$ cat src/rtl/core/ilse_spin_mem.sv
module ilse_spin_mem #(
	parameter int MAX_ROWS = 64,
	parameter int MAX_COLS = 64
) (
	input  logic                        clk,
	input  logic                        arst_n,
	input  logic [$clog2(MAX_ROWS)-1:0] rd_addr,
	output logic [MAX_COLS-1:0]         rd_row,
	input  logic                        we,
	input  logic [$clog2(MAX_ROWS)-1:0] wr_addr,
	input  logic [MAX_COLS-1:0]         wr_row
);

	// one word per lattice row
	logic [MAX_COLS-1:0] mem [MAX_ROWS];
	logic [MAX_ROWS-1:0] vld_q;
	logic [MAX_COLS-1:0] rdata_s1;
	logic                rvld_s1;

	always_ff @(posedge clk) begin
		if (we) begin
			mem[wr_addr] <= wr_row;
		end
		rdata_s1 <= mem[rd_addr];
	end

	// a row never written reads as all spins up
	always_ff @(posedge clk or negedge arst_n) begin
		if (!arst_n) begin
			vld_q   <= '0;
			rvld_s1 <= 1'b0;
		end else begin
			if (we) begin
				vld_q[wr_addr] <= 1'b1;
			end
			rvld_s1 <= vld_q[rd_addr];
		end
	end

	assign rd_row = rvld_s1 ? rdata_s1 : '1;

endmodule

$ cat config.mk
export PLATFORM = sky130hd
export DESIGN_NAME = ilse_spin_mem
export DESIGN_NICKNAME = d
export VERILOG_FILES = /design/src/rtl/core/ilse_spin_mem.sv
export SDC_FILE = /design/constraint.sdc
export NUM_CORES = 2
export LEC_CHECK = 0
export CAP_MARGIN = 20
export CORE_UTILIZATION = 59
export CTS_BUF_LIST = sky130_fd_sc_hd__clkbuf_4
export CTS_CLUSTER_DIAMETER = 200
export CTS_CLUSTER_SIZE = 20
export DETAILED_ROUTE_END_ITERATION = 12
export DONT_BUFFER_PORTS = 1
export PLACE_DENSITY = 0.81
export SYNTH_ARGS = -nofsm -noshare
export SYNTH_HDL_FRONTEND = slang
export SYNTH_SLANG_ARGS = --single-unit
export TNS_END_PERCENT = 20
$ cat constraint.sdc
create_clock -name clk -period 1.5 [get_ports clk]
set_input_delay 0.3 -clock clk [delete_from_list [all_inputs] [get_ports clk]]
set_output_delay 0.3 -clock clk [all_outputs]
set_load 0.03 [all_outputs]
==> impl_metrics.toml <==
[critical_path]
r2r_start = "mem[45][23]"
end_kind = "output pin"
cpPeakStageDelay_ns = 0.57
cp.required_ns = 1.20
cp_data_arrival_time_ns = 2.70
critical_path.most_common_cell = "buf_6"
startpoint = "rvld_s1"
cpMaxStageDelayCell = "dfrtp_4"
crit_chain = "buf_6 -> buf_12 -> nand2b_1 -> buf_6"
startpoint_type = "flip-flop"
path_class = "flip-flop to output pin"
path_max_fanout = 20

[sta]
setup_violations = 260
tns_ns = -182.72
setup_slack_ns = -1.50
final_max_slew_viol_count = 88
slew_headroom_pct = -4.56
fin_hold_ws_ns = -0.622
finalCritPeriodShare_pct = 200
worst_slew_pin_slew_ns = 1.57
hold_viol = 27
rsz0062_at_grt = "true"
max_freq_ghz = 0.334
finalClockSkew_ns = 0.131
period_needed_ns = 3.00

[yosys]
ys_top_cells_by_area = "edfxtp_1 (78%), mux4_2 (15%), a22oi_1 (1.2%), dfrtp_1 (1.0%), dfxtp_1 (0.81%)"
syn-num-nets = 6828
synthTopCellsByCount = "edfxtp_1 (4096), mux4_2 (1040), a22oi_1 (260)"
syn_avg_cell_area_sq_um = 23.5
seq_area_frac_synth_pct = 79.4
syn-instance-count = 6749
async_flop_share_pct = 1.54
ys_warn_count = 0
synth_cell_type_count = 32
synth-edff-count = 4096
ys.flop_type = "edfxtp_1"
synth_top_area_share_pct = 77.5
synth.cell_area_sq_um = 159000
synth.most_common_cell = "edfxtp_1"
yosys_register_bits = 4225
yosys.area.top_type = "edfxtp_1"

[place]
numPortBuffers = 0
dp_slack_ns = -2.34
gp_congestion = 0.871
dpl.hpwl_um = 264000
placed_area_sq_um = 173000

[clock_tree]
clk_latency_ns = 1.55
cts_tree = "built"
clockRootBuffer = "clkbuf_4"
cts_buffer_depth = 3
clk_pin_slew_worst_paths_ns = 0.21
htreeDepth = 4
cts_inserted_buffers = 229
numClockSinks = 4225

[floorplan]
die_w_um = 521
die_h_um = 521
io_pins = 143
start_util_pct = 59.3
rows = 190
core_area_sq_um = 268000
dieArea_sq_um = 271000

[drt]
drc_errors = 0
wl_per_cell_um = 38.7
dr.pass1.iters = 7
wirelength_met1_um = 142000
drt_iter0_drc = 14700
highest_layer = "met5"
met2_length_um = 215000
totalWireLength_um = 446000
postRouteAntennaNets = 0
wl_met3_um = 60800
num_vias = 82400
avgViaCountPerCell = 7.15

[grt]
grt_pass1_wl_um = 614000
antenna_found_initial = 23
grt_max_degree = 809
grt_usage_pct = 32.7
grt_pass1_vias = 82100
overflow = 0

[layout]
fin_area_sq_um = 183000
drive_gt1_share_pct = 35.4
nets = 7848
syn2layout_area_growth_pct = 15.1

[run]
drv_cap = 0

[run_status]
status = "complete, but fails checks"
violations = "negative hold slack, max-slew violations, negative setup slack"

[worst_hold_path]
holdCritPathClass = "input port to flip-flop"
hold_path.startpoint = "rd_addr[0]"

[power]
leakage_nw = 57.6
powerDensity_nw_per_um2 = 1050
ir_drop_v = 0.00115
[layer usage]
metal / track usage, % / vias up
li1: - / 31000
met1: 43.5 / 42400
met2: 51.6 / 7569
met3: 7.24 / 1370
met4: 17.0 / 18
met5: 0 / -
[layout make-up]
type	instances	area, sq um
Sequential cell	4225	126000
Fill cell	15000	85100
Multi-Input combinational cell	2132	32400
Timing Repair Buffer	1180	16700
Tap cell	3552	4440
Clock buffer	391	2940
Clock inverter	15	134
Antenna cell	27	67.6
Inverter	1	3.75
[cells by family (layout without fill, tap and decap cells)]
| group | after synthesis | after routing | synth area share [%] |
|---|---|---|---|
| flip-flops | 4225 | 4225 | 79.4 |
| multiplexers | 1128 | 1128 | 15.3 |
| buffers and inverters | 392 | 1587 | 1.21 |
| AO/OA/AOI/OAI | 585 | 585 | 2.65 |
| other | 0 | 27 | 0 |
| AND/OR/NAND/NOR | 419 | 419 | 1.44 |
[flip-flops by register name, summed over array words and instances (netlist names)]
name      cells
mem        4096
rvld_s1       1
vld_q        64
rdata_s1     64
[placed cells by master, fill, tap and decap left out, drive strengths merged]
cell type	Yosys	routed
a211o	16	16
a211oi	49	49
a22oi	260	260
a31oi	24	24
and2	3	3
and3	41	41
buf	201	1021
clkbuf	190	391
clkinv	0	5
clkinvlp	0	2
dfrtp	65	65
dfxtp	64	64
diode	0	27
dlygate4sd3	0	154
dlymetal6s4s	0	5
edfxtp	4096	4096
inv	1	9
mux2i	88	88
mux4	1040	1040
nand2	12	12
nand2b	73	73
nand3	111	111
nand3b	3	3
nand4	1	1
nand4b	1	1
nor2	68	68
nor2b	32	32
nor3	2	2
o21ai	40	40
o221ai	66	66
o22ai	130	130
or2	67	67
or3	3	3
or3b	2	2
[path summary, 6_finish.rpt]
path,slack (ns),cells past startpoint,end
worst max-delay path,-1.50,4,rd_row[18]
worst min-delay path,-0.62,4,rdata_s1[59]
worst max register to register,-0.44,7,rdata_s1[23]
max in group asynchronous,0.67,4,rvld_s1
worst min register to register,0.49,1,vld_q[48]
min in group asynchronous,0.46,4,vld_q[24]
[power breakdown]
group          total [W]  leakage (nW)  internal (W)  switching (W)
Combinational     0.0150          17.5       0.00682        0.00816
Clock             0.0452          1.86        0.0117         0.0334
Sequential         0.131          38.2         0.131       0.000792
[worst max-delay path: cells and delay by family, from the launching register on]
family	cells	cell delay [ns]
flops	1	0.57
simple gates	1	0.13
buf+inv	3	0.48
[what timing repair did]
action | CTS | global route
buffers inserted | 1 | 3
setup endpoints to repair | 129 | 404
pin swaps | 81 | 31
hold endpoints to repair | 8386 | 1380
hold buffers | 287 | 13
gates resized for setup | 234 | 95
[metrics by stage]
step	cells	total power [W]	utilization, %
detailed placement	10800	0.144	64.7
global route	11500	0.196	68.2
finish	11500	0.192	68.2
floorplan	6749	0.141	-
CTS	11500	0.190	67.9
global placement	10800	0.144	64.7
(Power assumes the default switching activity.)
