<file path="config.mk">
export PLATFORM = sky130hd
export DESIGN_NAME = ilse_apb_regs
export DESIGN_NICKNAME = d
export VERILOG_FILES = /design/src/rtl/core/ilse_pkg.sv /design/src/rtl/core/ilse_apb_regs.sv
export SDC_FILE = /design/constraint.sdc
export NUM_CORES = 1
export LEC_CHECK = 0
export BUFFER_PORTS_ARGS = -buffer_cell sky130_fd_sc_hd__buf_2
export CAP_MARGIN = 20
export CORE_MARGIN = 3
export CORE_UTILIZATION = 42
export CTS_CLUSTER_DIAMETER = 30
export CTS_CLUSTER_SIZE = 12
export DETAILED_ROUTE_END_ITERATION = 10
export PLACE_DENSITY_LB_ADDON = 0.08
export SLEW_MARGIN = 0
export SYNTH_ARGS = -nofsm -noshare
export SYNTH_HDL_FRONTEND = slang
export SYNTH_SLANG_ARGS = --single-unit
</file>
<file path="constraint.sdc">
create_clock -name clk -period 1.34 [get_ports clk]
set_input_delay 0.067 -clock clk [delete_from_list [all_inputs] [get_ports clk]]
set_output_delay 0.067 -clock clk [all_outputs]
set_load 0.01 [all_outputs]
</file>
<file path="src/rtl/core/ilse_pkg.sv">
package ilse_pkg;

	// width of lattice sizes and site indexes, covers sizes up to 511
	localparam int SZ_W = 9;

	typedef enum logic [1:0] {
		CMD_PROBE,
		CMD_FLIP,
		CMD_WRITE,
		CMD_FILL
	} cmd_t;

	typedef enum logic [2:0] {
		ST_IDLE,
		ST_RD_DN,
		ST_RD_MID,
		ST_CALC,
		ST_FILL_RD,
		ST_FILL_WR,
		ST_FILL_TOT,
		ST_DONE
	} st_t;

	typedef struct packed {
		logic        [6:0] rows;
		logic        [6:0] cols;
		logic signed [7:0] coupling;
	} cfg_t;

	typedef struct packed {
		logic signed [11:0] delta_energy;
		logic               site_spin;
		logic signed [21:0] total_energy;
		logic signed [13:0] magnetization;
		logic               bad_site;
	} res_t;

	localparam logic        [6:0]  RST_ROWS     = 7'd64;
	localparam logic        [6:0]  RST_COLS     = 7'd64;
	localparam logic signed [7:0]  RST_COUPLING = 8'sd1;
	localparam logic signed [21:0] RST_ENERGY   = -22'sd8192;
	localparam logic signed [13:0] RST_MAGNET   = 14'sd4096;

	// size in use: zero acts as one, above the maximum acts as the maximum
	function automatic logic [SZ_W-1:0] eff_size(input logic [6:0] raw,
		input logic [SZ_W-1:0] lim);
		logic [SZ_W-1:0] r9;
		r9 = SZ_W'(raw);
		if (raw == 7'd0) begin
			return SZ_W'(1);
		end else if (r9 > lim) begin
			return lim;
		end
		return r9;
	endfunction

	function automatic logic [SZ_W-1:0] wrap_prev(input logic [SZ_W-1:0] idx,
		input logic [SZ_W-1:0] size);
		return (idx == '0) ? size - SZ_W'(1) : idx - SZ_W'(1);
	endfunction

	function automatic logic [SZ_W-1:0] wrap_next(input logic [SZ_W-1:0] idx,
		input logic [SZ_W-1:0] size);
		return (idx + SZ_W'(1) == size) ? '0 : idx + SZ_W'(1);
	endfunction

endpackage

</file>
<file path="src/rtl/core/ilse_apb_regs.sv">
module ilse_apb_regs (
	input  logic                clk,
	input  logic                arst_n,
	input  logic                psel,
	input  logic                penable,
	input  logic                pwrite,
	input  logic [3:0]          paddr,
	input  logic [31:0]         pwdata,
	output logic [31:0]         prdata,
	output logic                pready,
	output ilse_pkg::cfg_t      cfg
);

	localparam logic [1:0] REG_ROWS     = 2'd0;
	localparam logic [1:0] REG_COLS     = 2'd1;
	localparam logic [1:0] REG_COUPLING = 2'd2;

	ilse_pkg::cfg_t cfg_q;
	logic           wr_en;

	assign pready = 1'b1;
	assign wr_en  = psel && penable && pwrite && pready;

	always_ff @(posedge clk or negedge arst_n) begin
		if (!arst_n) begin
			cfg_q.rows     <= ilse_pkg::RST_ROWS;
			cfg_q.cols     <= ilse_pkg::RST_COLS;
			cfg_q.coupling <= ilse_pkg::RST_COUPLING;
		end else if (wr_en) begin
			case (paddr[3:2])
				REG_ROWS:     cfg_q.rows     <= pwdata[6:0];
				REG_COLS:     cfg_q.cols     <= pwdata[6:0];
				REG_COUPLING: cfg_q.coupling <= pwdata[7:0];
				default:      ;
			endcase
		end
	end

	always_comb begin
		case (paddr[3:2])
			REG_ROWS:     prdata = {25'd0, cfg_q.rows};
			REG_COLS:     prdata = {25'd0, cfg_q.cols};
			REG_COUPLING: prdata = {24'd0, cfg_q.coupling};
			default:      prdata = '0;
		endcase
	end

	assign cfg = cfg_q;

endmodule

</file>
==> flow_summary.toml, run 1 <==
[outcome]
status = "complete, no violations"

[final_layout]
stdcell_count = 187
fin_util = 0.567
synthToLayoutAreaGrowth_pct = 22.5
largest_reg_flops = 22
nets = 199
drive_gt1_frac = 0.554
diodes = 0

[grt]
overflow = 0
grt_usage = 0.145
antenna_found_initial = 0
first_global_vias = 796
grt_pass1_wl_um = 3870
grt_max_degree = 23

[logic_synthesis]
syn_inst = 101
synthTopCellsByCount = "buf_4, mux2_2, dfrtp_1"
synth_area_mm2 = 0.00121
synth_warnings = 0
synth_edf_count = 0
netlist_top_cells_area = "dfrtp_1, mux2_2, buf_4"
ys_seq_area_frac = 0.459
synth_cell_types = 16
synthArstFlopShare = 1.00
synth-main-ff-cell = "dfrtp_1"
syn_avg_cell_area_um2 = 12.0
yosysMostFrequentCell = "buf_4"
yosys.area.top_type = "dfrtp_1"
synth_seq_cells = 22
synth.top_cell.area_share = 0.393

[critical_path]
worst-path-max-fanout = 3
cp-startpoint = "cfg[0]$_DFFE_PN1P_"
reg2reg_slack_ns = 0.55
reg2reg_from = "cfg[11]$_DFFE_PN0P_"
required_ns = 1.27
worstSetupPathType = "flop to output port"
worst_r2r_path_depth = 1
reg2reg_to = "cfg[11]$_DFFE_PN0P_"
critPathLaunchType = "flop"
arrival_ns = 1.19
end_kind = "output port"

[die]
ios = 96
rows = 18
core_area_mm2 = 0.00261
start_util = 0.463
dieHeight_um = 59.6
die_area_mm2 = 0.00356
die_w_um = 59.6

[cts]
numCtsBuffers = 3
cts.path.max_buffers = 2
h-tree-depth = 1
clock-sinks = 22
clock_latency_ns = 0.31
clk_pin_slew_ns = 0.12
post_cts_buffers = 0
clockRootBuffer = "clkbuf_4"
cts_tree = "yes"

[drt]
first_pass_iters = 2
vias_per_cell = 4.64
wl_per_cell_um = 13.0
final_antenna_net_count = 0
wirelength_um = 2430
drcViolationCount = 0
vias = 868
drt_iter0_drc = 14

[timing]
setup_viol = 0
fmax_mhz = 798
finalHoldViolCount = 0
grt_setup_unrepaired = "yes"
slew_violations = 0
min_period_over_period = 0.936
fin_skew_ns = 0
finalCriticalPeriod_ns = 1.25

[placement]
gp_congestion = 0.733
dp_cells = 181
portBuffers = 44
post-dp-hpwl_um = 1930

[pwr]
p_leak_nw = 0.789
worst_ir_drop_vdd_mv = 0.893
p_per_area_mw_per_mm2 = 1310

[run]
drv_cap = 0

[min_path]
hp-class = "primary input to flop"
worst_hold_path.endpoint = "cfg[6]$_DFFE_PN0P_"
holdPathStages = 2
min_from = "pwdata[6]"
-- placed cells by master (no fill, tap or decap) --
| master | count |
|---|---|
| dfstp_2 | 3 |
| dfrtp_1 | 19 |
| o21ai_0 | 5 |
| nand3_2 | 1 |
| conb_1 | 25 |
| nor3b_2 | 1 |
| dlygate4sd3_1 | 2 |
| and3b_1 | 1 |
| mux2i_1 | 7 |
| nand2_1 | 7 |
| mux2_2 | 22 |
| buf_4 | 11 |
| buf_2 | 44 |
| nor2b_1 | 1 |
| o21ai_1 | 2 |
| or3b_1 | 1 |
| clkbuf_4 | 3 |
| nor3_2 | 1 |
| clkbuf_8 | 1 |
-- how the worst max path moves through the flow --
stage / cells after the start / end
detailed placement: 4 / cfg[9]$_DFFE_PN0P_
CTS: 3 / prdata[6]
global placement: 4 / cfg[8]$_DFFE_PN0P_
finish: 3 / prdata[0]
floorplan: 3 / cfg[15]$_DFFE_PN0P_
global route: 3 / prdata[0]
-- layer usage --
metal  up-vias  global-route usage  part of all wire
met2        53               0.233              0.47
met5         -                   0                 0
met1       409               0.200              0.42
met4         0              0.0475            0.0082
li1        404                   -                 -
met3         2              0.0196             0.093
-- per-stage QoR --
step / total power, mW / hold slack, ns / setup TNS, ns / instance area [um2] / setup slack (ns)
finish: 1.93 / 0.00580 / 0 / 1480 / 0.0864
floorplan: 1.34 / -0.229 / 0 / 1290 / 0.239
CTS: 1.96 / 0.0000346 / 0 / 1480 / 0.0415
detailed placement: 1.59 / 0.0596 / 0 / 1420 / 0.0608
global route: 2.07 / 0.00103 / -0.0291 / 1480 / -0.0291
global placement: 1.57 / 0.0551 / 0 / 1420 / 0.0872
-- critical path: stages, from the launching register on --
cell	delay, ns
dfstp_2	0.56
mux2i_1	0.07
o21ai_1	0.11
buf_2	0.14
-- layout make-up --
| type | count | area [um2] |
|---|---|---|
| Multi-Input combinational cell | 74 | 529 |
| Tap cell | 30 | 37.5 |
| Timing Repair Buffer | 57 | 323 |
| Clock buffer | 4 | 36.3 |
| Fill cell | 242 | 1130 |
| Sequential cell | 22 | 554 |
-- report_power, final --
part	internal (mW)	total (mW)	switching, mW	leakage (nW)
Clock	0.166	0.363	0.198	0.0210
Sequential	0.834	0.942	0.108	0.264
Combinational	0.315	0.627	0.312	0.503
Total	1.31	1.93	0.618	0.789
-- cell families after synthesis --
kind of cell    synth area share
flops                      0.459
compound gates            0.0290
other cells              0.00621
buf+inv                    0.175
mux                        0.263
simple gates              0.0683
-- timing repair --
| action | in CTS | in global routing |
|---|---|---|
| hold endpoints to repair | 20 | 0 |
| hold buffers | 2 | 0 |
| setup endpoints to repair | 0 | 2 |
| gates resized for setup | 0 | 2 |
Power figures use the tool's default switching activity.
==> inputs of run 2 (changes only) <==
--- a/config.mk
+++ b/config.mk
@@ -12,6 +12,7 @@
 export CTS_CLUSTER_DIAMETER = 30
 export CTS_CLUSTER_SIZE = 12
 export DETAILED_ROUTE_END_ITERATION = 10
+export HOLD_SLACK_MARGIN = 0.1
 export PLACE_DENSITY_LB_ADDON = 0.08
 export SLEW_MARGIN = 0
 export SYNTH_ARGS = -nofsm -noshare
==> run 2 against run 1 <==
Compared with the run above:
- clock skew stayed put
- combinational power is 3% higher
- power is 0.98% higher
- utilization is 2.7 points higher
- critical endpoint unchanged
- largest cell class unchanged
- largest power group unchanged
==> flow_summary.toml, run 2 (synthesis results as in run 1) <==
[grt]
first_global_vias = 826
grt_usage = 0.151
overflow = 0
grt_max_degree = 23
antenna_found_initial = 0
grt_pass1_wl_um = 4030

[min_path]
hp-class = "primary input to asynchronous set/reset pin"

[drt]
drcViolationCount = 0
final_antenna_net_count = 0
wl_per_cell_um = 13.0
vias = 900
first_pass_iters = 2
wirelength_um = 2530
drt_iter0_drc = 19
vias_per_cell = 4.64

[die]
die_area_mm2 = 0.00356
rows = 18
ios = 96
dieHeight_um = 59.6
die_w_um = 59.6
start_util = 0.463
core_area_mm2 = 0.00261

[pwr]
p_per_area_mw_per_mm2 = 1260
p_leak_nw = 0.818
worst_ir_drop_vdd_mv = 0.868
fin_total_pwr_mw = 1.95

[timing]
grt_setup_unrepaired = "yes"
timing.hold.ws_ns = 0.226
finalCriticalPeriod_ns = 1.25
fmax_mhz = 797
fin_skew_ns = 0
fin_setup_tns_ns = 0
min_period_over_period = 0.936
setup_viol = 0
slew_violations = 0
finalWorstSetupSlack_ns = 0.0857
finalHoldViolCount = 0

[placement]
post-dp-hpwl_um = 1930
dp_slack_ns = 0.0608
portBuffers = 44
gp_congestion = 0.733
dp_cells = 181

[final_layout]
diodes = 0
nets = 206
final_common_cell = "buf_2"
most-common-layout-cells = "buf_2, conb_1, mux2_2"
stdcell_count = 194
synthToLayoutAreaGrowth_pct = 28.3
drive_gt1_frac = 0.530
largest_reg_flops = 22

[cts]
numCtsBuffers = 3
clock_latency_ns = 0.31
h-tree-depth = 1
post_cts_buffers = 0
clock-sinks = 22
cts_tree = "yes"
cts.path.max_buffers = 2
clk_pin_slew_ns = 0.12
clockRootBuffer = "clkbuf_4"

[critical_path]
slowest_stage = "dfstp_2"
crit_chain = "mux2i_1, o21ai_1, buf_2"
end_kind = "output port"
arrival_ns = 1.19
worst-path-max-fanout = 3
required_ns = 1.27
worst_r2r_path_depth = 1
max_stage_delay_ns = 0.56
worstSetupPathType = "flop to output port"
critPathLaunchType = "flop"

[run]
drv_cap = 0

[outcome]
status = "complete, no violations"
run 2: cell types whose count changed in the layout (fill, tap and decap cells not counted), sizes merged:
cell	previous run	this run
dlygate4sd3	2	9
run 2: final cells by class:
cell class,instances,area (um2)
fillers,235,1060
flip-flops and latches,22,554
multi-input cells,74,529
repair buffers,64,393
well taps,30,37.5
clock buffers,4,36.3
run 2: metal layers:
| layer | global-route usage | routed length (um) |
|---|---|---|
| met1 | 0.204 | 1070 |
| met2 | 0.248 | 1220 |
| met3 | 0.0196 | 220 |
| met4 | 0.0475 | 20 |
| met5 | 0 | 0 |
run 2: metrics by stage:
step / utilization / area, um2
after floorplan: - / 1290
after global placement: 0.545 / 1420
after detailed placement: 0.545 / 1420
after CTS: 0.593 / 1550
after global routing: 0.593 / 1550
final: 0.593 / 1550
run 2: worst paths after layout:
path	from	end	slack (ns)
min	arst_n	cfg[16]$_DFFE_PN0P_	0.23
max	cfg[0]$_DFFE_PN1P_	prdata[0]	0.09
min reg2reg	cfg[1]$_DFFE_PN0P_	cfg[1]$_DFFE_PN0P_	0.55
max reg2reg	cfg[11]$_DFFE_PN0P_	cfg[11]$_DFFE_PN0P_	0.55
min in group clk	paddr[2]	cfg[18]$_DFFE_PN0P_	0.34
max in group asynchronous	arst_n	cfg[14]$_DFFE_PN1P_	0.76
run 2: power breakdown:
group          leakage (nW)  switching, mW  internal [mW]  total (mW)
Sequential            0.264          0.108          0.834       0.942
Combinational         0.533          0.317          0.329       0.645
Clock                0.0210          0.198          0.166       0.364
run 2: critical path, delay by kind of cell (launching register included):
kind	cells	cell delay, ns
muxes	1	0.07
AOI/OAI and AO/OA	1	0.11
DFF	1	0.56
buffers and inverters	1	0.14
run 2: repair_timing:
item,4_1_cts,5_1_grt
setup endpoints to repair,0,2
resized for setup,0,2
hold endpoints to repair,44,0
hold buffers,9,0
