### config.mk
export PLATFORM = sky130hd
export DESIGN_NAME = ilse_seq
export DESIGN_NICKNAME = d
export VERILOG_FILES = /design/src/rtl/core/ilse_pkg.sv /design/src/rtl/core/ilse_seq.sv
export SDC_FILE = /design/constraint.sdc
export NUM_CORES = 1
export LEC_CHECK = 0
export BUFFER_PORTS_ARGS = -buffer_cell sky130_fd_sc_hd__buf_2
export CAP_MARGIN = 10
export CELL_PAD_IN_SITES_DETAIL_PLACEMENT = 1
export CELL_PAD_IN_SITES_GLOBAL_PLACEMENT = 2
export CORE_MARGIN = 2
export CORE_UTILIZATION = 39
export DETAILED_ROUTE_END_ITERATION = 12
export PLACE_DENSITY = 0.92
export REMOVE_ABC_BUFFERS = 1
export SLEW_MARGIN = 20
export SYNTH_ARGS = -nofsm -noshare
export SYNTH_HDL_FRONTEND = slang
export SYNTH_SLANG_ARGS = --single-unit
### constraint.sdc
create_clock -name clk -period 18.55 [get_ports clk]
set_clock_uncertainty 0.1 [all_clocks]
set_input_delay 2.7825 -clock clk [delete_from_list [all_inputs] [get_ports clk]]
set_output_delay 2.7825 -clock clk [all_outputs]
set_load 0.05 [all_outputs]
### src/rtl/core/ilse_pkg.sv
package ilse_pkg;

	// width of lattice sizes and site indexes, covers sizes up to 511
	localparam int SZ_W = 9;

	typedef enum logic [1:0] {
		CMD_PROBE,
		CMD_FLIP,
		CMD_WRITE,
		CMD_FILL
	} cmd_t;

	typedef enum logic [2:0] {
		ST_IDLE,
		ST_RD_DN,
		ST_RD_MID,
		ST_CALC,
		ST_FILL_RD,
		ST_FILL_WR,
		ST_FILL_TOT,
		ST_DONE
	} st_t;

	typedef struct packed {
		logic        [6:0] rows;
		logic        [6:0] cols;
		logic signed [7:0] coupling;
	} cfg_t;

	typedef struct packed {
		logic signed [11:0] delta_energy;
		logic               site_spin;
		logic signed [21:0] total_energy;
		logic signed [13:0] magnetization;
		logic               bad_site;
	} res_t;

	localparam logic        [6:0]  RST_ROWS     = 7'd64;
	localparam logic        [6:0]  RST_COLS     = 7'd64;
	localparam logic signed [7:0]  RST_COUPLING = 8'sd1;
	localparam logic signed [21:0] RST_ENERGY   = -22'sd8192;
	localparam logic signed [13:0] RST_MAGNET   = 14'sd4096;

	// size in use: zero acts as one, above the maximum acts as the maximum
	function automatic logic [SZ_W-1:0] eff_size(input logic [6:0] raw,
		input logic [SZ_W-1:0] lim);
		logic [SZ_W-1:0] r9;
		r9 = SZ_W'(raw);
		if (raw == 7'd0) begin
			return SZ_W'(1);
		end else if (r9 > lim) begin
			return lim;
		end
		return r9;
	endfunction

	function automatic logic [SZ_W-1:0] wrap_prev(input logic [SZ_W-1:0] idx,
		input logic [SZ_W-1:0] size);
		return (idx == '0) ? size - SZ_W'(1) : idx - SZ_W'(1);
	endfunction

	function automatic logic [SZ_W-1:0] wrap_next(input logic [SZ_W-1:0] idx,
		input logic [SZ_W-1:0] size);
		return (idx + SZ_W'(1) == size) ? '0 : idx + SZ_W'(1);
	endfunction

endpackage

### src/rtl/core/ilse_seq.sv
module ilse_seq #(
	parameter int MAX_ROWS = 64,
	parameter int MAX_COLS = 64
) (
	input  logic                        clk,
	input  logic                        arst_n,
	input  ilse_pkg::cfg_t              cfg,
	input  logic                        in_valid,
	output logic                        in_ready,
	input  ilse_pkg::cmd_t              in_cmd,
	input  logic [5:0]                  in_row,
	input  logic [5:0]                  in_col,
	input  logic                        in_spin,
	output logic [$clog2(MAX_ROWS)-1:0] rd_addr,
	input  logic [MAX_COLS-1:0]         rd_row,
	output logic                        we,
	output logic [$clog2(MAX_ROWS)-1:0] wr_addr,
	output logic [MAX_COLS-1:0]         wr_row,
	output logic                        res_valid,
	input  logic                        res_ready,
	output ilse_pkg::res_t              res
);

	localparam int SZW = ilse_pkg::SZ_W;
	localparam int RW  = $clog2(MAX_ROWS);
	localparam int CW  = $clog2(MAX_COLS);

	ilse_pkg::st_t st_q, st_d;

	ilse_pkg::cmd_t     cmd_q;
	logic [SZW-1:0]     r_q, c_q;
	logic               sv_q;
	logic               up_bit_q, dn_bit_q;
	logic signed [11:0] de_q;
	logic               site_q, bad_q, flip_q;
	logic [RW-1:0]      ptr_q;
	logic [16:0]        nm_q;
	logic signed [21:0] energy_q;
	logic signed [13:0] magnet_q;

	logic [SZW-1:0]      n, m, in_r9, in_up, dn;
	logic [CW-1:0]       cidx, lfidx, rtidx;
	logic                s_bit, bad_c, flip_c, fill_last;
	logic [2:0]          k;
	logic signed [4:0]   ssum, sprod;
	logic signed [12:0]  j_x, ss_x, prod;
	logic signed [11:0]  de_c;
	logic signed [25:0]  fill_p;
	logic signed [21:0]  fill_e;
	logic [MAX_COLS-1:0] colmask, tog;

	assign n     = ilse_pkg::eff_size(cfg.rows, SZW'(MAX_ROWS));
	assign m     = ilse_pkg::eff_size(cfg.cols, SZW'(MAX_COLS));
	assign in_r9 = SZW'(in_row);
	assign in_up = ilse_pkg::wrap_prev(in_r9, n);
	assign dn    = ilse_pkg::wrap_next(r_q, n);
	assign cidx  = c_q[CW-1:0];
	assign lfidx = CW'(ilse_pkg::wrap_prev(c_q, m));
	assign rtidx = CW'(ilse_pkg::wrap_next(c_q, m));

	// neighbour sum 2k-4 from the count of up neighbours, then times s and J
	assign s_bit = rd_row[cidx];
	assign k     = 3'(up_bit_q) + 3'(dn_bit_q) + 3'(rd_row[lfidx]) + 3'(rd_row[rtidx]);
	assign ssum  = $signed({1'b0, k, 1'b0}) - 5'sd4;
	assign sprod = s_bit ? ssum : -ssum;
	assign j_x   = 13'(cfg.coupling);
	assign ss_x  = 13'(sprod);
	assign prod  = j_x * ss_x;
	assign de_c  = {prod[10:0], 1'b0};

	assign bad_c  = (r_q >= n) || (c_q >= m);
	assign flip_c = !bad_c && ((cmd_q == ilse_pkg::CMD_FLIP) ||
		((cmd_q == ilse_pkg::CMD_WRITE) && (sv_q != s_bit)));

	assign fill_last = (SZW'(ptr_q) == n - SZW'(1));
	assign fill_p    = 26'(cfg.coupling) * $signed({9'd0, nm_q});
	assign fill_e    = -{fill_p[20:0], 1'b0};

	always_comb begin
		for (int b = 0; b < MAX_COLS; b++) begin
			colmask[b] = (SZW'(b) < m);
		end
	end

	assign tog = {{(MAX_COLS-1){1'b0}}, 1'b1} << cidx;

	// next state
	always_comb begin
		st_d = st_q;
		case (st_q)
			ilse_pkg::ST_IDLE: begin
				if (in_valid) begin
					st_d = (in_cmd == ilse_pkg::CMD_FILL) ? ilse_pkg::ST_FILL_RD
						: ilse_pkg::ST_RD_DN;
				end
			end
			ilse_pkg::ST_RD_DN:     st_d = ilse_pkg::ST_RD_MID;
			ilse_pkg::ST_RD_MID:    st_d = ilse_pkg::ST_CALC;
			ilse_pkg::ST_CALC:      st_d = ilse_pkg::ST_DONE;
			ilse_pkg::ST_FILL_RD:   st_d = ilse_pkg::ST_FILL_WR;
			ilse_pkg::ST_FILL_WR: begin
				st_d = fill_last ? ilse_pkg::ST_FILL_TOT : ilse_pkg::ST_FILL_RD;
			end
			ilse_pkg::ST_FILL_TOT:  st_d = ilse_pkg::ST_DONE;
			ilse_pkg::ST_DONE: begin
				if (res_ready) begin
					st_d = ilse_pkg::ST_IDLE;
				end
			end
			default:                st_d = ilse_pkg::ST_IDLE;
		endcase
	end

	// outputs
	always_comb begin
		in_ready  = 1'b0;
		res_valid = 1'b0;
		rd_addr   = '0;
		we        = 1'b0;
		wr_addr   = r_q[RW-1:0];
		wr_row    = rd_row ^ tog;
		case (st_q)
			ilse_pkg::ST_IDLE: begin
				in_ready = 1'b1;
				rd_addr  = in_up[RW-1:0];
			end
			ilse_pkg::ST_RD_DN:  rd_addr = dn[RW-1:0];
			ilse_pkg::ST_RD_MID: rd_addr = r_q[RW-1:0];
			ilse_pkg::ST_CALC:   we = flip_c;
			ilse_pkg::ST_FILL_RD: rd_addr = ptr_q;
			ilse_pkg::ST_FILL_WR: begin
				we      = 1'b1;
				wr_addr = ptr_q;
				wr_row  = rd_row | colmask;
			end
			ilse_pkg::ST_DONE:   res_valid = 1'b1;
			default:             ;
		endcase
	end

	always_comb begin
		res.delta_energy  = de_q;
		res.site_spin     = site_q;
		res.bad_site      = bad_q;
		res.total_energy  = flip_q ? energy_q + 22'(de_q) : energy_q;
		res.magnetization = flip_q ? (site_q ? magnet_q - 14'sd2 : magnet_q + 14'sd2)
			: magnet_q;
	end

	always_ff @(posedge clk or negedge arst_n) begin
		if (!arst_n) begin
			st_q <= ilse_pkg::ST_IDLE;
		end else begin
			st_q <= st_d;
		end
	end

	always_ff @(posedge clk or negedge arst_n) begin
		if (!arst_n) begin
			energy_q <= ilse_pkg::RST_ENERGY;
			magnet_q <= ilse_pkg::RST_MAGNET;
		end else if (st_q == ilse_pkg::ST_FILL_TOT) begin
			energy_q <= fill_e;
			magnet_q <= nm_q[13:0];
		end else if (st_q == ilse_pkg::ST_DONE && res_ready) begin
			energy_q <= res.total_energy;
			magnet_q <= res.magnetization;
		end
	end

	always_ff @(posedge clk) begin
		case (st_q)
			ilse_pkg::ST_IDLE: begin
				if (in_valid) begin
					cmd_q <= in_cmd;
					r_q   <= in_r9;
					c_q   <= SZW'(in_col);
					sv_q  <= in_spin;
					ptr_q <= '0;
					nm_q  <= {8'd0, n} * {8'd0, m};
				end
			end
			ilse_pkg::ST_RD_DN:  up_bit_q <= rd_row[cidx];
			ilse_pkg::ST_RD_MID: dn_bit_q <= rd_row[cidx];
			ilse_pkg::ST_CALC: begin
				de_q   <= bad_c ? 12'sd0 : de_c;
				site_q <= bad_c ? 1'b0 : s_bit;
				bad_q  <= bad_c;
				flip_q <= flip_c;
			end
			ilse_pkg::ST_FILL_WR: begin
				if (!fill_last) begin
					ptr_q <= ptr_q + RW'(1);
				end
			end
			ilse_pkg::ST_FILL_TOT: begin
				de_q   <= 12'sd0;
				site_q <= 1'b0;
				bad_q  <= 1'b0;
				flip_q <= 1'b0;
			end
			default: ;
		endcase
	end

endmodule

==> results by group, run 1 <==
Placed design
  – Gpl congestion: 0.985
  – Placed cells: 2812
  – HPWL Detailed: 52.4 mm
  – Input/output buffers: 230

GRT
  – Remaining Overflow, GRT: 0
  – First-pass GRT wire length: 98.8 mm
  – Vias in the first global route: 17400
  – Largest net degree at the start of global routing: 49
  – GRT Overall Usage: 28.3%
  – Initial antenna violation count: 1

Timing
  – Hold Vio Cnt, Final: 0
  – Setup TNS: 0 ns
  – Relative slew slack: 29.2%
  – Final min period: 12.45 ns
  – Max Transition Viols Final: 0
  – Fmax: 0.0803 GHz
  – Actual slew at the worst max-slew pin: 1.05 ns
  – Fin Hold WS: 0.414 ns
  – Final period util: 67.1%
  – RSZ-0062 raised after global routing: false
  – # setup viols final: 0

Synthesis
  – Post-synth EDFFs: 51
  – Post-synthesis adder-cell area fraction: 25.4%
  – Top FF cell, synth: edfxtp_1
  – Fraction of registers with async set/reset: 42.7%
  – Complex-gate fraction of the synthesized area: 16.0%
  – Yosys cell types: 92
  – Biggest area consumer among synthesized cells: fa_1
  – Cells after Synth: 2090
  – Mean Syn Cell Area: 8.21 µm²
  – Post-Syn Area: 17200 µm²
  – Simple logic cell fraction of the synthesized area: 21.1%
  – Mux contribution to synthesized area: 8.83%
  – Main combinational cell family by area after synthesis: adder cells
  – Yosys top cell area share: 14.5%
  – Post-Synth XOR/XNOR Area: 6.34%
  – Sequential element share of the synthesized area: 14.5%
  – Synth top area cells: fa_1, ha_1, edfxtp_1
  – Synth Register Bits: 89
  – Synth warnings: 0

Status
  – Status: finished clean

Setup path
  – Critical path's slowest cell: or4_1
  – Most frequent CP cell: fa_1
  – Worst EP arrival: 12.46 ns
  – Critical path's top delay family: adder cells
  – Worst path bufs/invs: 2
  – Crit path max fanout: 14
  – Worst Setup Start Kind: input port
  – WP data required: 18.56 ns
  – CP Class: in -> reg
  – CP peak stage delay: 0.67 ns
  – CP Capture Type: flop

Floorplanning
  – Top Ports: 234
  – Rows: 76
  – Die height: 214 µm
  – Effective utilization at floorplan: 39.7%
  – Die footprint: 45700 µm²
  – Core ar.: 43300 µm²
  – Die Width: 214 µm

Clock network
  – CTS tree: done
  – CTS Sinks: 89
  – Clock Latency Late Sink: 0.37 ns
  – CTS root buf: clkbuf_16
  – Longest Clk Path Bufs: 2
  – Worst-path clk slew: 0.07 ns
  – CTS H-tree lvls: 3
  – # hold bufs at CTS: 0
  – Post-CTS Repair Setup Buffers: 0
  – Post-CTS resize count: 0
  – CTS buffer count: 9

Layout
  – Non-Filler Instances: 2828
  – Most common cell after layout, fill and taps aside: buf_2
  – Layout area overhead: 10.6%
  – Commonest cells after routing, fill and taps aside: buf_2, inv_1, nor2_1
  – Core Util, Final: 43.9%
  – Layout net count: 2617
  – Layout cells sized above 1: 16.5%
  – Final antenna diode count: 0

Route
  – Number of vias per cell: 5.80
  – WL/cell: 22.8 µm
  – DRC viols: 0
  – Initial drt markers: 1122
  – Vias: 16400
  – DRT Wirelength: 64.5 mm
  – DRT Pass-1 Iters: 6
  – Antenna Nets Post-Route: 0

Pwr
  – Total power: 3.37 mW
  – Power Density: 177 nW/µm²
  – Max VDD drop: 0.207 mV
  – Leakage power: 8.57 nW

Worst hold path
  – Min-Delay Path Class: reg -> reg

Run
  – Max capacitance violation total: 0
-- flip-flops by register name, summed over array words and instances, names as in the netlist --
register / count
r_q: 6
energy_q: 21
sv_q: 1
nm_q: 15
de_q: 10
magnet_q: 14
c_q: 6
bad_q: 1
flip_q: 1
dn_bit_q: 1
cmd_q: 2
up_bit_q: 1
site_q: 1
st_q: 3
ptr_q: 6
-- worst paths after layout --
path | start | end | slack, ns | depth (start not counted)
min in group asynchronous | arst_n | st_q[1]$_DFFE_PN0P_ | 2.46 | 1
hold reg to reg | energy_q[1]$_DFFE_PN0P_ | energy_q[1]$_DFFE_PN0P_ | 0.41 | 2
setup reg to reg | c_q[0]$_DFFE_PP_ | de_q[11]$_SDFFCE_PP0P_ | 8.02 | 30
max in group asynchronous | arst_n | energy_q[1]$_DFFE_PN0P_ | 15.26 | 1
hold / removal | energy_q[1]$_DFFE_PN0P_ | energy_q[1]$_DFFE_PN0P_ | 0.41 | 2
setup / recovery | cfg[10] | de_q[11]$_SDFFCE_PP0P_ | 6.10 | 32
-- per-stage QoR --
step	setup slack, ns	cell area [µm²]
after floorplan	7.24	16700
after global placement	6.02	18600
after detailed placement	5.72	18600
after CTS	6.11	19000
after global routing	5.52	19000
final	6.10	19000
-- tightest hold or removal path, cell delays in order (launching register included) --
cell	delay (ns)
dfrtp_1	0.36
nand2_1	0.05
o21ai_0	0.06
-- layout make-up --
cell class / count / area, µm²
multi-input cells: 1674 / 13300
fillers: 5291 / 24300
clock buffers: 11 / 264
repair buffers: 243 / 1250
clock inverters: 5 / 67.6
flip-flops and latches: 89 / 2490
inverters: 221 / 831
well taps: 585 / 732
-- per-layer routing --
metal | share of wire, % | wire length, µm | track usage [%]
met4 | 3.7 | 2410 | 10.6
met1 | 42 | 27200 | 35.3
met3 | 4.7 | 3050 | 4.34
met2 | 49 | 31800 | 49.5
met5 | 0 | 0 | 0
-- cells by family after synthesis --
family	count (synthesis)
AND/OR/NAND/NOR	757
AO/OA/AOI/OAI	424
buffers and inverters	329
adder cells (fa/ha/maj)	274
XOR/XNOR	120
multiplexers	96
flip-flops	89
other	1
-- synth_stat cells (all sizes together) (37+ instances only) --
cell type    n
inv        217
clkbuf      72
nand2      206
o21ai       69
edfxtp      51
fa         124
a21oi      144
mux4        40
and2       100
nor2       217
xnor2       81
a211oi      40
ha         150
xor2        37
nor3        63
-- power breakdown --
| part | switching, mW | internal, mW | total (mW) |
|---|---|---|---|
| Sequential | 0.0960 | 0.309 | 0.405 |
| Combinational | 1.81 | 0.947 | 2.75 |
| Clock | 0.0909 | 0.118 | 0.209 |
| Total | 1.99 | 1.37 | 3.37 |
(Power assumes the default switching activity.)
==> inputs of run 2 (changes only) <==
--- a/config.mk
+++ b/config.mk
@@ -10,9 +10,9 @@
 export CELL_PAD_IN_SITES_DETAIL_PLACEMENT = 1
 export CELL_PAD_IN_SITES_GLOBAL_PLACEMENT = 2
 export CORE_MARGIN = 2
-export CORE_UTILIZATION = 39
+export CORE_UTILIZATION = 33
 export DETAILED_ROUTE_END_ITERATION = 12
-export PLACE_DENSITY = 0.92
+export PLACE_DENSITY = 0.83
 export REMOVE_ABC_BUFFERS = 1
 export SLEW_MARGIN = 20
 export SYNTH_ARGS = -nofsm -noshare
==> constraint.sdc (replaced) <==
create_clock -name clk -period 11.3 [get_ports clk]
set_clock_uncertainty 0.1 [all_clocks]
set_input_delay 1.695 -clock clk [delete_from_list [all_inputs] [get_ports clk]]
set_output_delay 1.695 -clock clk [all_outputs]
set_load 0.05 [all_outputs]
==> results by group, run 2 (synthesis results as in run 1) <==
Layout
  – Layout cells sized above 1: 16.9% (+0.41 points)
  – Final antenna diode count: 0 (unchanged)
  – Non-Filler Instances: 2934 (+3.7%)
  – Reg with most FFs: energy_q
  – Commonest cells after routing, fill and taps aside: buf_2, inv_1, nor2_1
  – Max FFs per register: 21 (unchanged)
  – Largest regs: energy_q (21), nm_q (15), magnet_q (14)
  – Layout net count: 2628 (+0.42%)
  – Most common cell after layout, fill and taps aside: buf_2
  – Layout area overhead: 11.7%
  – Fillcell total: 6287 (+19%)
  – Post-route cell area: 19200 µm² (+0.94%)

Placed design
  – Place WS: 0.164 ns (-5.55 ns)
  – Input/output buffers: 230 (unchanged)
  – Placed cell area: 18800 µm² (+1.1%)
  – HPWL Detailed: 54.2 mm (+3.3%)
  – Placed cells: 2918 (+3.8%)
  – Gpl congestion: 0.995 (+1.0%)

Setup path
  – WP data required: 11.30 ns (-7.26 ns)
  – CP startpoint: cfg[13]
  – Worst r2r src: c_q[0]$_DFFE_PP_
  – Critical path's slowest cell: or4_1
  – Worst EP arrival: 10.85 ns (-1.61 ns)
  – CP Capture Type: flop
  – Crit path max fanout: 12 (-2)
  – Most frequent CP cell: fa_1
  – Worst Setup Start Kind: input port
  – CP peak stage delay: 0.70 ns (+0.03 ns)
  – CP Class: in -> reg

Clock network
  – Worst-path clk slew: 0.07 ns (about the same)
  – Longest Clk Path Bufs: 2 (unchanged)
  – # hold bufs at CTS: 0 (unchanged)
  – CTS buffer count: 9 (unchanged)
  – Post-CTS Repair Setup Buffers: 0 (unchanged)
  – CTS tree: done
  – Clock Latency Late Sink: 0.36 ns (about the same)
  – CTS H-tree lvls: 3 (unchanged)
  – CTS root buf: clkbuf_16
  – CTS Sinks: 89 (unchanged)
  – Post-CTS resize count: 0 (unchanged)

Route
  – WL/cell: 22.5 µm (-1.2%)
  – DRT Wirelength: 66.1 mm (+2.5%)
  – Number of vias per cell: 5.55 (-4.3%)
  – DRT Pass-1 Iters: 5 (-1)
  – Antenna Nets Post-Route: 0 (unchanged)
  – Vias: 16300 (-0.71%)
  – DRC viols: 0 (unchanged)
  – Initial drt markers: 1068 (-4.8%)

Pwr
  – Max VDD drop: 0.141 mV (-32%)
  – Net switching share of the total power: 59.2% (about the same)
  – Power Density: 287 nW/µm² (+62%)
  – Total power: 5.50 mW (+63%)
  – Leakage power: 8.61 nW (+0.46%)
  – Net Sw Power: 3.26 mW (+63%)
  – Pint: 2.25 mW (+63%)
  – Combinational share of power: 81.9% (about the same)
  – Sequential Power Share: 12.2% (+0.2 points)
  – Clock share of power: 5.9% (-0.3 points)

Floorplanning
  – Rows: 83 (+9.2%)
  – Die height: 232 µm (+8.5%)
  – Core ar.: 51400 µm² (+19%)
  – Die footprint: 53800 µm² (+18%)
  – Effective utilization at floorplan: 33.4% (-6.3 points)
  – Die Width: 232 µm (+8.5%)
  – Top Ports: 234 (unchanged)

Timing
  – Final min period: 10.86 ns
  – Relative slew slack: 22.5% (-6.7 points)
  – Fmax: 0.0921 GHz
  – Actual slew at the worst max-slew pin: 1.15 ns (+0.0993 ns)
  – Setup TNS: 0 ns (unchanged)
  – # setup viols final: 0 (unchanged)
  – Max Transition Viols Final: 0 (unchanged)
  – RSZ-0062 raised after global routing: false
  – Hold Vio Cnt, Final: 0 (unchanged)
  – Post-route worst setup slack: 0.442 ns (-5.66 ns)
  – Final period util: 96.1%

Worst hold path
  – Min-Delay Path Class: reg -> reg
  – Min-delay src: energy_q[18]$_DFFE_PN1P_

GRT
  – GRT Overall Usage: 24.5% (-3.8 points)
  – Vias in the first global route: 17500 (+0.28%)
  – Remaining Overflow, GRT: 0 (unchanged)
  – First-pass GRT wire length: 102 mm (+3.6%)
  – Largest net degree at the start of global routing: 48 (-2.0%)
  – Initial antenna violation count: 1 (unchanged)

Status
  – Status: finished clean

Run
  – Max capacitance violation total: 0 (unchanged)
[run 2: power by group through the flow]
stage | combinational, mW | sequential [mW] | clock (mW)
detailed placement | 4.52 | 0.675 | 0
global placement | 4.42 | 0.669 | 0
floorplan | 3.32 | 0.699 | 0
CTS | 4.54 | 0.669 | 0.333
global route | 4.95 | 0.687 | 0.344
finish | 4.51 | 0.671 | 0.327
[run 2: final cells by class]
class	count	area (µm²)	area share, %
multi-input combinational	1674	13300	69.6
sequential	89	2490	13.0
timing repair buffer	254	1330	6.95
tap	680	851	4.44
inverter	221	831	4.34
clock buffer	9	225	1.18
clock inverter	7	83.8	0.438
[run 2: path summary, 6_finish.rpt]
| check | end | slack [ns] | depth (start not counted) |
|---|---|---|---|
| hold reg to reg | energy_q[18]$_DFFE_PN1P_ | 0.42 | 2 |
| hold / removal | energy_q[18]$_DFFE_PN1P_ | 0.42 | 2 |
| min in group asynchronous | energy_q[11]$_DFFE_PN0P_ | 1.40 | 1 |
| setup / recovery | de_q[11]$_SDFFCE_PP0P_ | 0.44 | 32 |
| max in group asynchronous | magnet_q[13]$_DFFE_PN0P_ | 9.09 | 1 |
| setup reg to reg | de_q[11]$_SDFFCE_PP0P_ | 1.45 | 29 |
[run 2: stage by stage]
stage / util [%] / hold slack [ns]
CTS: 37.3 / 0.428
finish: 37.3 / 0.423
global placement: 36.7 / 0.399
detailed placement: 36.7 / 0.417
floorplan: - / 0.375
global route: 37.3 / 0.470
[run 2: worst max-delay path, delay by kind of cell]
kind | cells | cell delay, ns
XOR/XNOR | 2 | 0.28
buffers and inverters | 2 | 0.20
AO/OA/AOI/OAI | 9 | 1.79
multiplexers | 2 | 0.67
adder cells (fa/ha/maj) | 8 | 3.81
AND/OR/NAND/NOR | 9 | 2.39
[run 2: routing by layer]
| metal | share of wire, % | global-route usage, % | up-vias |
|---|---|---|---|
| li1 | - | - | 7506 |
| met4 | 4.1 | 9.58 | 2 |
| met1 | 41 | 29.9 | 8156 |
| met2 | 50 | 44.2 | 503 |
| met3 | 4.4 | 2.30 | 125 |
| met5 | 0.017 | 0 | - |
